--- config.mk ---
export PLATFORM = sky130hd
export DESIGN_NAME = date_add_days_weekday_flat
export DESIGN_NICKNAME = d
export VERILOG_FILES = /design/src/rtl/dad_pkg.sv /design/src/rtl/dad_if.sv /design/src/rtl/dad_dpath.sv /design/src/rtl/dad_ctrl.sv /design/src/rtl/date_add_days_weekday.sv /design/src/flat_wrapper.sv
export SDC_FILE = /design/constraint.sdc
export NUM_CORES = 1
export LEC_CHECK = 0
export BUFFER_PORTS_ARGS = -buffer_cell sky130_fd_sc_hd__buf_2
export CAP_MARGIN = 20
export CORE_MARGIN = 2
export CORE_UTILIZATION = 24
export CTS_BUF_LIST = sky130_fd_sc_hd__clkbuf_2 sky130_fd_sc_hd__clkbuf_4 sky130_fd_sc_hd__clkbuf_8
export DETAILED_ROUTE_END_ITERATION = 7
export SYNTH_ARGS = -nofsm -noshare
export SYNTH_HDL_FRONTEND = slang
export SYNTH_SLANG_ARGS = --single-unit
--- constraint.sdc ---
create_clock -name clk_i -period 10.1 [get_ports clk_i]
set_clock_uncertainty 0.2 [all_clocks]
set_input_delay 1.01 -clock clk_i [delete_from_list [all_inputs] [get_ports clk_i]]
set_output_delay 1.01 -clock clk_i [all_outputs]
set_load 0.05 [all_outputs]
--- src/rtl/dad_pkg.sv ---
package dad_pkg;

  localparam int unsigned YEAR_W      = 14;
  localparam int unsigned MONTH_W     = 4;
  localparam int unsigned DAY_W       = 5;
  localparam int unsigned WDAY_W      = 3;
  localparam int unsigned CFG_IDX_W   = 2;
  localparam int unsigned CFG_DATA_W  = 14;
  localparam int unsigned YMOD_W      = 9;
  localparam int unsigned RED_W       = 14;
  localparam int unsigned RED_SHIFT_W = 3;
  localparam int unsigned WSUM_W      = 10;

  localparam int unsigned YEAR_MOD   = 400;
  localparam int unsigned WEEK_LEN   = 7;
  localparam int unsigned MONTHS     = 12;
  localparam int unsigned FEB        = 2;
  localparam int unsigned FEB_LEAP   = 29;
  localparam int unsigned FEB_COMMON = 28;

  // First shift of the compare-subtract reducer for each modulus.
  localparam int unsigned RED_START_YEAR = 5;
  localparam int unsigned RED_START_WEEK = 6;

  localparam logic [YEAR_W-1:0]  BASE_YEAR_RST  = YEAR_W'(2000);
  localparam logic [MONTH_W-1:0] BASE_MONTH_RST = MONTH_W'(1);
  localparam logic [DAY_W-1:0]   BASE_DAY_RST   = DAY_W'(1);

  localparam logic [DAY_W-1:0] MONTH_DAYS [MONTHS] =
    '{5'd31, 5'd28, 5'd31, 5'd30, 5'd31, 5'd30, 5'd31, 5'd31, 5'd30, 5'd31, 5'd30, 5'd31};

  typedef enum logic [CFG_IDX_W-1:0] {
    CFG_BASE_YEAR  = 2'd0,
    CFG_BASE_MONTH = 2'd1,
    CFG_BASE_DAY   = 2'd2
  } cfg_idx_e;

  typedef struct packed {
    logic                   load;
    logic                   red_en;
    logic                   red_week;
    logic [RED_SHIFT_W-1:0] red_shift;
    logic                   ymod_ld;
    logic                   walk;
    logic                   wsum;
  } dp_cmd_t;

  typedef struct packed {
    logic walk_done;
  } dp_sts_t;

  function automatic logic [DAY_W-1:0] days_in(input logic [MONTH_W-1:0] m, input logic leap);
    logic [DAY_W-1:0] len;
    priority if (m == MONTH_W'(FEB)) begin
      len = leap ? DAY_W'(FEB_LEAP) : DAY_W'(FEB_COMMON);
    end else if (m != '0 && m <= MONTH_W'(MONTHS)) begin
      len = MONTH_DAYS[m - MONTH_W'(1)];
    end else begin
      len = 5'd31;
    end
    return len;
  endfunction

  // Month term of the weekday sum, reduced mod 7; January and February count
  // as months 13 and 14.
  function automatic logic [WDAY_W-1:0] month_code(input logic [MONTH_W-1:0] m);
    logic [WDAY_W-1:0] c;
    unique case (m)
      4'd1:    c = 3'd6;
      4'd2:    c = 3'd2;
      4'd3:    c = 3'd1;
      4'd4:    c = 3'd4;
      4'd5:    c = 3'd6;
      4'd6:    c = 3'd2;
      4'd7:    c = 3'd4;
      4'd8:    c = 3'd0;
      4'd9:    c = 3'd3;
      4'd10:   c = 3'd5;
      4'd11:   c = 3'd1;
      4'd12:   c = 3'd3;
      default: c = 3'd0;
    endcase
    return c;
  endfunction

endpackage

--- src/rtl/dad_if.sv ---
interface dad_in_if #(
  parameter int unsigned OFFSET_BITS = 16
) ();
  logic                   valid;
  logic                   ready;
  logic [OFFSET_BITS-1:0] day_offset;

  modport source (output valid, output day_offset, input ready);
  modport sink   (input valid, input day_offset, output ready);
endinterface

interface dad_out_if ();
  logic                          valid;
  logic                          ready;
  logic [dad_pkg::YEAR_W-1:0]    result_year;
  logic [dad_pkg::MONTH_W-1:0]   result_month;
  logic [dad_pkg::DAY_W-1:0]     result_day;
  logic [dad_pkg::WDAY_W-1:0]    weekday;

  modport source (output valid, output result_year, output result_month,
                  output result_day, output weekday, input ready);
  modport sink   (input valid, input result_year, input result_month,
                  input result_day, input weekday, output ready);
endinterface

--- src/rtl/dad_dpath.sv ---
module dad_dpath #(
  parameter int unsigned OFFSET_BITS = 16
) (
  input  logic                             clk_i,
  input  dad_pkg::dp_cmd_t                 cmd_i,
  output dad_pkg::dp_sts_t                 sts_o,
  input  logic [dad_pkg::YEAR_W-1:0]       base_year_i,
  input  logic [dad_pkg::MONTH_W-1:0]      base_month_i,
  input  logic [dad_pkg::DAY_W-1:0]        base_day_i,
  input  logic [OFFSET_BITS-1:0]           day_offset_i,
  output logic [dad_pkg::YEAR_W-1:0]       year_o,
  output logic [dad_pkg::MONTH_W-1:0]      month_o,
  output logic [dad_pkg::DAY_W-1:0]        day_o,
  output logic [dad_pkg::WDAY_W-1:0]       wday_o
);

  localparam int unsigned D_W = OFFSET_BITS + 1;

  logic [dad_pkg::YEAR_W-1:0]  year_q, year_d;
  logic [dad_pkg::MONTH_W-1:0] month_q, month_d;
  logic [D_W-1:0]              day_q, day_d;
  logic [dad_pkg::YMOD_W-1:0]  ymod_q, ymod_d;
  logic [dad_pkg::RED_W-1:0]   red_q, red_d;

  logic                        leap;
  logic [dad_pkg::DAY_W-1:0]   len;
  logic                        day_gt;
  logic [dad_pkg::MONTH_W-1:0] month_clamp;
  logic [dad_pkg::RED_W:0]     div_base, div_shift;
  logic [dad_pkg::RED_W-1:0]   red_next;
  logic [dad_pkg::YMOD_W-1:0]  yy;
  logic [1:0]                  cent;
  logic [dad_pkg::WSUM_W-1:0]  wsum;

  // The leap rule only needs the year modulo 400.
  assign leap = (ymod_q[1:0] == 2'd0) && (ymod_q != 9'd100) && (ymod_q != 9'd200)
                && (ymod_q != 9'd300);
  assign len    = dad_pkg::days_in(month_q, leap);
  assign day_gt = day_q > D_W'(len);
  assign sts_o.walk_done = !day_gt;

  always_comb begin
    month_clamp = base_month_i;
    if (base_month_i == '0) begin
      month_clamp = dad_pkg::MONTH_W'(1);
    end else if (base_month_i > dad_pkg::MONTH_W'(dad_pkg::MONTHS)) begin
      month_clamp = dad_pkg::MONTH_W'(dad_pkg::MONTHS);
    end
  end

  // Restoring compare-subtract step, shared by the year and weekday reductions.
  assign div_base  = cmd_i.red_week ? (dad_pkg::RED_W + 1)'(dad_pkg::WEEK_LEN)
                                    : (dad_pkg::RED_W + 1)'(dad_pkg::YEAR_MOD);
  assign div_shift = div_base << cmd_i.red_shift;
  assign red_next  = ({1'b0, red_q} >= div_shift) ? red_q - div_shift[dad_pkg::RED_W-1:0]
                                                 : red_q;

  // Weekday sum on the March-based year, taken modulo 400.
  always_comb begin
    yy = ymod_q;
    if (month_q <= dad_pkg::MONTH_W'(dad_pkg::FEB)) begin
      yy = (ymod_q == '0) ? dad_pkg::YMOD_W'(dad_pkg::YEAR_MOD - 1) : ymod_q - 9'd1;
    end
    priority if (yy >= 9'd300) begin
      cent = 2'd3;
    end else if (yy >= 9'd200) begin
      cent = 2'd2;
    end else if (yy >= 9'd100) begin
      cent = 2'd1;
    end else begin
      cent = 2'd0;
    end
    wsum = dad_pkg::WSUM_W'(day_q[dad_pkg::DAY_W-1:0])
         + dad_pkg::WSUM_W'(dad_pkg::month_code(month_q))
         + dad_pkg::WSUM_W'(yy)
         + dad_pkg::WSUM_W'(yy[dad_pkg::YMOD_W-1:2])
         - dad_pkg::WSUM_W'(cent);
  end

  always_comb begin
    year_d  = year_q;
    month_d = month_q;
    day_d   = day_q;
    ymod_d  = ymod_q;
    red_d   = red_q;
    if (cmd_i.load) begin
      year_d  = base_year_i;
      month_d = month_clamp;
      day_d   = D_W'(base_day_i) + D_W'(day_offset_i);
      red_d   = dad_pkg::RED_W'(base_year_i);
    end
    if (cmd_i.red_en) begin
      red_d = red_next;
    end
    if (cmd_i.ymod_ld) begin
      ymod_d = red_next[dad_pkg::YMOD_W-1:0];
    end
    if (cmd_i.walk && day_gt) begin
      day_d = day_q - D_W'(len);
      if (month_q == dad_pkg::MONTH_W'(dad_pkg::MONTHS)) begin
        month_d = dad_pkg::MONTH_W'(1);
        year_d  = year_q + dad_pkg::YEAR_W'(1);
        ymod_d  = (ymod_q == dad_pkg::YMOD_W'(dad_pkg::YEAR_MOD - 1)) ? '0
                                                                      : ymod_q + 9'd1;
      end else begin
        month_d = month_q + dad_pkg::MONTH_W'(1);
      end
    end
    if (cmd_i.wsum) begin
      red_d = dad_pkg::RED_W'(wsum);
    end
  end

  always_ff @(posedge clk_i) begin
    year_q  <= year_d;
    month_q <= month_d;
    day_q   <= day_d;
    ymod_q  <= ymod_d;
    red_q   <= red_d;
  end

  assign year_o  = year_q;
  assign month_o = month_q;
  assign day_o   = day_q[dad_pkg::DAY_W-1:0];
  assign wday_o  = red_q[dad_pkg::WDAY_W-1:0];

endmodule

--- src/rtl/dad_ctrl.sv ---
module dad_ctrl (
  input  logic             clk_i,
  input  logic             rst_ni,
  input  logic             in_valid_i,
  output logic             in_ready_o,
  input  logic             out_free_i,
  output logic             out_load_o,
  output dad_pkg::dp_cmd_t cmd_o,
  input  dad_pkg::dp_sts_t sts_i
);

  typedef enum logic [2:0] {
    ST_IDLE,
    ST_YMOD,
    ST_WALK,
    ST_WSUM,
    ST_WMOD,
    ST_DONE
  } state_e;

  state_e                          state_q;
  logic [dad_pkg::RED_SHIFT_W-1:0] shift_q;

  always_ff @(posedge clk_i or negedge rst_ni) begin
    if (!rst_ni) begin
      state_q <= ST_IDLE;
      shift_q <= '0;
    end else begin
      unique case (state_q)
        ST_IDLE: begin
          if (in_valid_i) begin
            state_q <= ST_YMOD;
            shift_q <= dad_pkg::RED_SHIFT_W'(dad_pkg::RED_START_YEAR);
          end
        end
        ST_YMOD: begin
          if (shift_q == '0) begin
            state_q <= ST_WALK;
          end else begin
            shift_q <= shift_q - 3'd1;
          end
        end
        ST_WALK: begin
          if (sts_i.walk_done) begin
            state_q <= ST_WSUM;
          end
        end
        ST_WSUM: begin
          state_q <= ST_WMOD;
          shift_q <= dad_pkg::RED_SHIFT_W'(dad_pkg::RED_START_WEEK);
        end
        ST_WMOD: begin
          if (shift_q == '0) begin
            state_q <= ST_DONE;
          end else begin
            shift_q <= shift_q - 3'd1;
          end
        end
        ST_DONE: begin
          if (out_free_i) begin
            state_q <= ST_IDLE;
          end
        end
        default: state_q <= ST_IDLE;
      endcase
    end
  end

  always_comb begin
    cmd_o      = '0;
    in_ready_o = 1'b0;
    out_load_o = 1'b0;
    unique case (state_q)
      ST_IDLE: begin
        in_ready_o = 1'b1;
        cmd_o.load = in_valid_i;
      end
      ST_YMOD: begin
        cmd_o.red_en    = 1'b1;
        cmd_o.red_shift = shift_q;
        // The last reduction step lands directly in the year-mod register.
        cmd_o.ymod_ld   = (shift_q == '0);
      end
      ST_WALK: begin
        cmd_o.walk = 1'b1;
      end
      ST_WSUM: begin
        cmd_o.wsum = 1'b1;
      end
      ST_WMOD: begin
        cmd_o.red_en    = 1'b1;
        cmd_o.red_week  = 1'b1;
        cmd_o.red_shift = shift_q;
      end
      ST_DONE: begin
        out_load_o = out_free_i;
      end
      default: begin
        cmd_o = '0;
      end
    endcase
  end

endmodule

--- src/rtl/date_add_days_weekday.sv ---
// Channel | Dir | Payload                                        | Handshake
// req_i   | in  | day_offset                                     | valid/ready
// rsp_o   | out | result_year, result_month, result_day, weekday | valid/ready
// cfg     | in  | cfg_idx_i, cfg_data_i                          | cfg_we_i, no wait
//
// The month walker steps over one month per cycle, up to about 2150 months for a
// 16-bit offset. Compare-subtract steps reduce the year modulo 400 before the walk
// and the weekday sum after it.
// Requests are worked one at a time; the next one is taken once the result
// sits in the output register, which holds it while the sink stalls.
// Reset sets the base date to 2000-01-01 and empties the output register.
module date_add_days_weekday #(
  parameter int unsigned OFFSET_BITS = 16
) (
  input  logic                               clk_i,
  input  logic                               rst_ni,
  input  logic                               cfg_we_i,
  input  logic [dad_pkg::CFG_IDX_W-1:0]      cfg_idx_i,
  input  logic [dad_pkg::CFG_DATA_W-1:0]     cfg_data_i,
  dad_in_if.sink                             req_i,
  dad_out_if.source                          rsp_o
);

  logic [dad_pkg::YEAR_W-1:0]  base_year_q;
  logic [dad_pkg::MONTH_W-1:0] base_month_q;
  logic [dad_pkg::DAY_W-1:0]   base_day_q;

  dad_pkg::dp_cmd_t cmd;
  dad_pkg::dp_sts_t sts;
  logic             out_load;
  logic             out_free;
  logic             in_ready;

  logic [dad_pkg::YEAR_W-1:0]  dp_year;
  logic [dad_pkg::MONTH_W-1:0] dp_month;
  logic [dad_pkg::DAY_W-1:0]   dp_day;
  logic [dad_pkg::WDAY_W-1:0]  dp_wday;

  logic                        out_valid_q;
  logic [dad_pkg::YEAR_W-1:0]  out_year_q;
  logic [dad_pkg::MONTH_W-1:0] out_month_q;
  logic [dad_pkg::DAY_W-1:0]   out_day_q;
  logic [dad_pkg::WDAY_W-1:0]  out_wday_q;

  always_ff @(posedge clk_i or negedge rst_ni) begin
    if (!rst_ni) begin
      base_year_q  <= dad_pkg::BASE_YEAR_RST;
      base_month_q <= dad_pkg::BASE_MONTH_RST;
      base_day_q   <= dad_pkg::BASE_DAY_RST;
    end else if (cfg_we_i) begin
      unique case (dad_pkg::cfg_idx_e'(cfg_idx_i))
        dad_pkg::CFG_BASE_YEAR:  base_year_q  <= cfg_data_i[dad_pkg::YEAR_W-1:0];
        dad_pkg::CFG_BASE_MONTH: base_month_q <= cfg_data_i[dad_pkg::MONTH_W-1:0];
        dad_pkg::CFG_BASE_DAY:   base_day_q   <= cfg_data_i[dad_pkg::DAY_W-1:0];
        default: ;
      endcase
    end
  end

  dad_ctrl u_ctrl (
    .clk_i      (clk_i),
    .rst_ni     (rst_ni),
    .in_valid_i (req_i.valid),
    .in_ready_o (in_ready),
    .out_free_i (out_free),
    .out_load_o (out_load),
    .cmd_o      (cmd),
    .sts_i      (sts)
  );

  dad_dpath #(
    .OFFSET_BITS (OFFSET_BITS)
  ) u_dpath (
    .clk_i        (clk_i),
    .cmd_i        (cmd),
    .sts_o        (sts),
    .base_year_i  (base_year_q),
    .base_month_i (base_month_q),
    .base_day_i   (base_day_q),
    .day_offset_i (req_i.day_offset),
    .year_o       (dp_year),
    .month_o      (dp_month),
    .day_o        (dp_day),
    .wday_o       (dp_wday)
  );

  assign req_i.ready = in_ready;
  assign out_free    = !out_valid_q || rsp_o.ready;

  always_ff @(posedge clk_i or negedge rst_ni) begin
    if (!rst_ni) begin
      out_valid_q <= 1'b0;
    end else if (out_load) begin
      out_valid_q <= 1'b1;
    end else if (rsp_o.ready) begin
      out_valid_q <= 1'b0;
    end
  end

  always_ff @(posedge clk_i) begin
    if (out_load) begin
      out_year_q  <= dp_year;
      out_month_q <= dp_month;
      out_day_q   <= dp_day;
      out_wday_q  <= dp_wday;
    end
  end

  assign rsp_o.valid        = out_valid_q;
  assign rsp_o.result_year  = out_year_q;
  assign rsp_o.result_month = out_month_q;
  assign rsp_o.result_day   = out_day_q;
  assign rsp_o.weekday      = out_wday_q;

endmodule

--- src/flat_wrapper.sv ---
// flat-port wrapper written by rule: the top's interface ports become plain ports
module date_add_days_weekday_flat 
#(
  parameter int unsigned OFFSET_BITS = 16
)
  (clk_i, rst_ni, cfg_we_i, cfg_idx_i, cfg_data_i, req_i_valid, req_i_day_offset, req_i_ready, rsp_o_valid, rsp_o_result_year, rsp_o_result_month, rsp_o_result_day, rsp_o_weekday, rsp_o_ready);
  dad_in_if #(.OFFSET_BITS(OFFSET_BITS)) req_i_i ();
  dad_out_if rsp_o_i ();
  input  logic clk_i;
  input  logic rst_ni;
  input  logic cfg_we_i;
  input  logic [dad_pkg::CFG_IDX_W-1:0] cfg_idx_i;
  input  logic [dad_pkg::CFG_DATA_W-1:0] cfg_data_i;
  input wire logic [$bits(req_i_i.valid)-1:0] req_i_valid;
  input wire logic [$bits(req_i_i.day_offset)-1:0] req_i_day_offset;
  output wire logic [$bits(req_i_i.ready)-1:0] req_i_ready;
  output wire logic [$bits(rsp_o_i.valid)-1:0] rsp_o_valid;
  output wire logic [$bits(rsp_o_i.result_year)-1:0] rsp_o_result_year;
  output wire logic [$bits(rsp_o_i.result_month)-1:0] rsp_o_result_month;
  output wire logic [$bits(rsp_o_i.result_day)-1:0] rsp_o_result_day;
  output wire logic [$bits(rsp_o_i.weekday)-1:0] rsp_o_weekday;
  input wire logic [$bits(rsp_o_i.ready)-1:0] rsp_o_ready;
  assign req_i_i.valid = req_i_valid;
  assign req_i_i.day_offset = req_i_day_offset;
  assign req_i_ready = req_i_i.ready;
  assign rsp_o_valid = rsp_o_i.valid;
  assign rsp_o_result_year = rsp_o_i.result_year;
  assign rsp_o_result_month = rsp_o_i.result_month;
  assign rsp_o_result_day = rsp_o_i.result_day;
  assign rsp_o_weekday = rsp_o_i.weekday;
  assign rsp_o_i.ready = rsp_o_ready;
  date_add_days_weekday #(.OFFSET_BITS(OFFSET_BITS)) u_core (.clk_i(clk_i), .rst_ni(rst_ni), .cfg_we_i(cfg_we_i), .cfg_idx_i(cfg_idx_i), .cfg_data_i(cfg_data_i), .req_i(req_i_i), .rsp_o(rsp_o_i));
endmodule
==> reports/metrics.cfg <==
[drt]
drtPass1Iterations=6
drt.antenna.violating_nets=0
wl_per_cell_um=15.5
routed_via_density=4.89
drt_iter0_markers=572
wl_um=22100
vias=6983
drc=0

[global_route]
grt_max_degree=47
grt_usage=0.124
grt_pass1_vias=6702
grt_overflow_total=0
grt_pass1_wl_um=35800
grt_antenna_before_repair=0

[clock_network]
post_cts_buffers=0
cts_tree=built
cts_buffer_depth=2
clkTransAtPathRegs_ps=80
h-tree-depth=4
ctsResizeCount=0
clock-sinks=117
cts_hold_buf=0
ctsRootBufferMaster=clkbuf_8
clkLatencyLatePin_ps=470
cts_inserted_buffers=17

[floorplanning]
dieArea_sq_um=36200
rows=68
die_y_um=190
fp.dieW_um=190
io_pins=65
core_area_sq_um=34400
start_util=0.242

[worst_hold_path]
hp-class=reg -> reg

[worst_setup_path]
crit_fanout=13
crit_buf_inv=5
critPathArrivalTime_ps=7040
critical_path_class=reg -> reg
crit_family=adder cells
worstSetupStartpointType=flop
endpoint_kind=flop
slowest_delay_ps=920
cp_slowest_cell=a221oi_1
required_ps=10080

[sta]
hold_violations=0
setup_violations=0
timing.hold.ws_ps=275
worstMarginPinSlew_ps=1110
fin_crit_ps=7070
slew_violations=0
rsz0062_at_grt=false
slew_headroom=0.260
setup-tns-final_ps=0
fmax_ghz=0.142
fin_crit_sh=0.700

[cells_and_area]
utilization=0.278
drive_gt1_frac=0.158
final_common_cell=nor2_1
stdcell_area_sq_um=9560
final_nets=1074
area_growth_pct=14.8
final_cell_mix=nor2_1 (82), nand2_1 (72), a21oi_1 (67), ha_1 (65), buf_2 (64)
diodes=0

[placement]
place_area_sq_um=9120
dp_hpwl_um=16800
portBuffers=64
gp_congestion=0.911

[synth]
yosys.area_share.simple=0.175
synth_top_family_by_area=simple AND/OR/NAND/NOR gates
syn_avg_cell_area_sq_um=9.19
yosys_warnings=0
synth_ff_type=edfxtp_1
syn_nets=1021
synthAdderAreaFrac=0.126
synth_mux_area_frac=0.0568
yosysSeqAreaShare=0.369
syn_inst=907
synth_area_sq_um=8330
synth_compound_area_frac=0.168
yosys_register_bits=117
synth_edf_count=57
async_reset_ff_frac=0.256
synth.distinct_cells=79
synthXorXnorAreaFrac=0.0557

[outcome]
status=finished clean

[job]
drv_cap=0

## state kept, by name (all words and copies together), names as in the netlist, 3 cells and up, named ones only
name	flops
u_core.rsp_o.weekday	3
u_core.rsp_o.result_month	4
u_core.rsp_o.result_year	14
u_core.base_day_q	5
u_core.u_dpath.day_q	17
u_core.base_month_q	4
u_core.u_dpath.month_o	4
u_core.u_ctrl.state_q	3
u_core.u_dpath.ymod_q	9
u_core.rsp_o.result_day	5
u_core.u_dpath.year_o	14
u_core.base_year_q	14
u_core.u_dpath.red_q	14
u_core.u_ctrl.shift_q	3
## cells in the mapped netlist, types with 3 or more instances
cell type  number  area [sq um]
nand3b_1        5          37.5
and3_1         19           119
nand4_1         8          50.1
xor2_1         26           228
nor3_1         28           140
edfxtp_1       57          1710
o21a_1          4          30.0
nor2b_1         9          56.3
a211oi_1        6          45.0
a311oi_1        4          35.0
a21oi_1        67           335
dfstp_2         8           210
clkbuf_1       28           105
nor4_1          9          56.3
nand3_1        31           155
fa_1           12           240
mux2i_1        18           180
a41oi_1         3          26.3
a221oi_1        7          61.3
nor2_1         82           308
nand2_1        72           270
o211ai_1        5          37.5
buf_2           5          25.0
dfrtp_1        22           551
nand2b_1       10          62.6
a31oi_1        17           106
ha_1           65           813
buf_4           3          22.5
xnor2_1        27           236
o22ai_1        11          68.8
nor3b_1         4          30.0
o21ai_0        45           225
mux2_2         26           293
inv_1          62           233
o21bai_1        5          37.5
dfxtp_1        30           601
a21o_1         12          90.1
## worst register-to-register path, delay by kind of cell (launching register included)
family,cells,cell delay [ps]
AO/OA/AOI/OAI,8,2300
adder cells (fa/ha/maj),6,2330
buffers and inverters,5,570
AND/OR/NAND/NOR,6,720
XOR/XNOR,1,140
flip-flops,1,540
## cell families (layout without fill, tap and decap cells)
kind of cell    Yosys count  in the layout
compound gates          218            218
xor+xnor                 53             53
fa+ha+maj                77             77
buf+inv                 102            168
flops                   117            117
mux                      44             44
simple gates            296            296
## path summary, 6_finish.rpt
| path | start | end | slack [ps] | cells after the start |
|---|---|---|---|---|
| max in group asynchronous | rst_ni | u_core.base_month_q[2] | 8800 | 1 |
| max reg2reg | u_core.u_dpath.month_o[0] | u_core.u_dpath.red_q[9] | 3030 | 26 |
| min | u_core.u_dpath.year_o[7] | u_core.rsp_o.result_year[7] | 280 | 0 |
| min reg2reg | u_core.u_dpath.year_o[7] | u_core.rsp_o.result_year[7] | 280 | 0 |
| min in group asynchronous | rst_ni | u_core.base_year_q[11] | 400 | 1 |
| max | u_core.u_dpath.month_o[0] | u_core.u_dpath.red_q[9] | 3030 | 26 |
## per-layer routing
layer	vias up	track usage	wire, um
li1	3402	-	-
met1	3327	0.168	10300
met2	216	0.195	9960
met3	38	0.0335	1330
met4	0	0.0343	478
met5	-	0	0
## final cells by class
| type | instances | area (sq um) |
|---|---|---|
| Fill cell | 3639 | 24800 |
| Clock inverter | 14 | 178 |
| Timing Repair Buffer | 72 | 400 |
| Tap cell | 455 | 569 |
| Multi-Input combinational cell | 688 | 4860 |
| Sequential cell | 117 | 3070 |
| Clock buffer | 18 | 241 |
| Inverter | 64 | 240 |
## per-stage QoR
stage,instances,setup WS (ps)
global route,1428,2460
finish,1428,3030
detailed placement,1395,3140
global placement,1395,3290
CTS,1427,3080
floorplan,907,3760
Power is not shown: default switching activity piles up to over one toggle a cycle in this logic, so the estimate is an artifact.
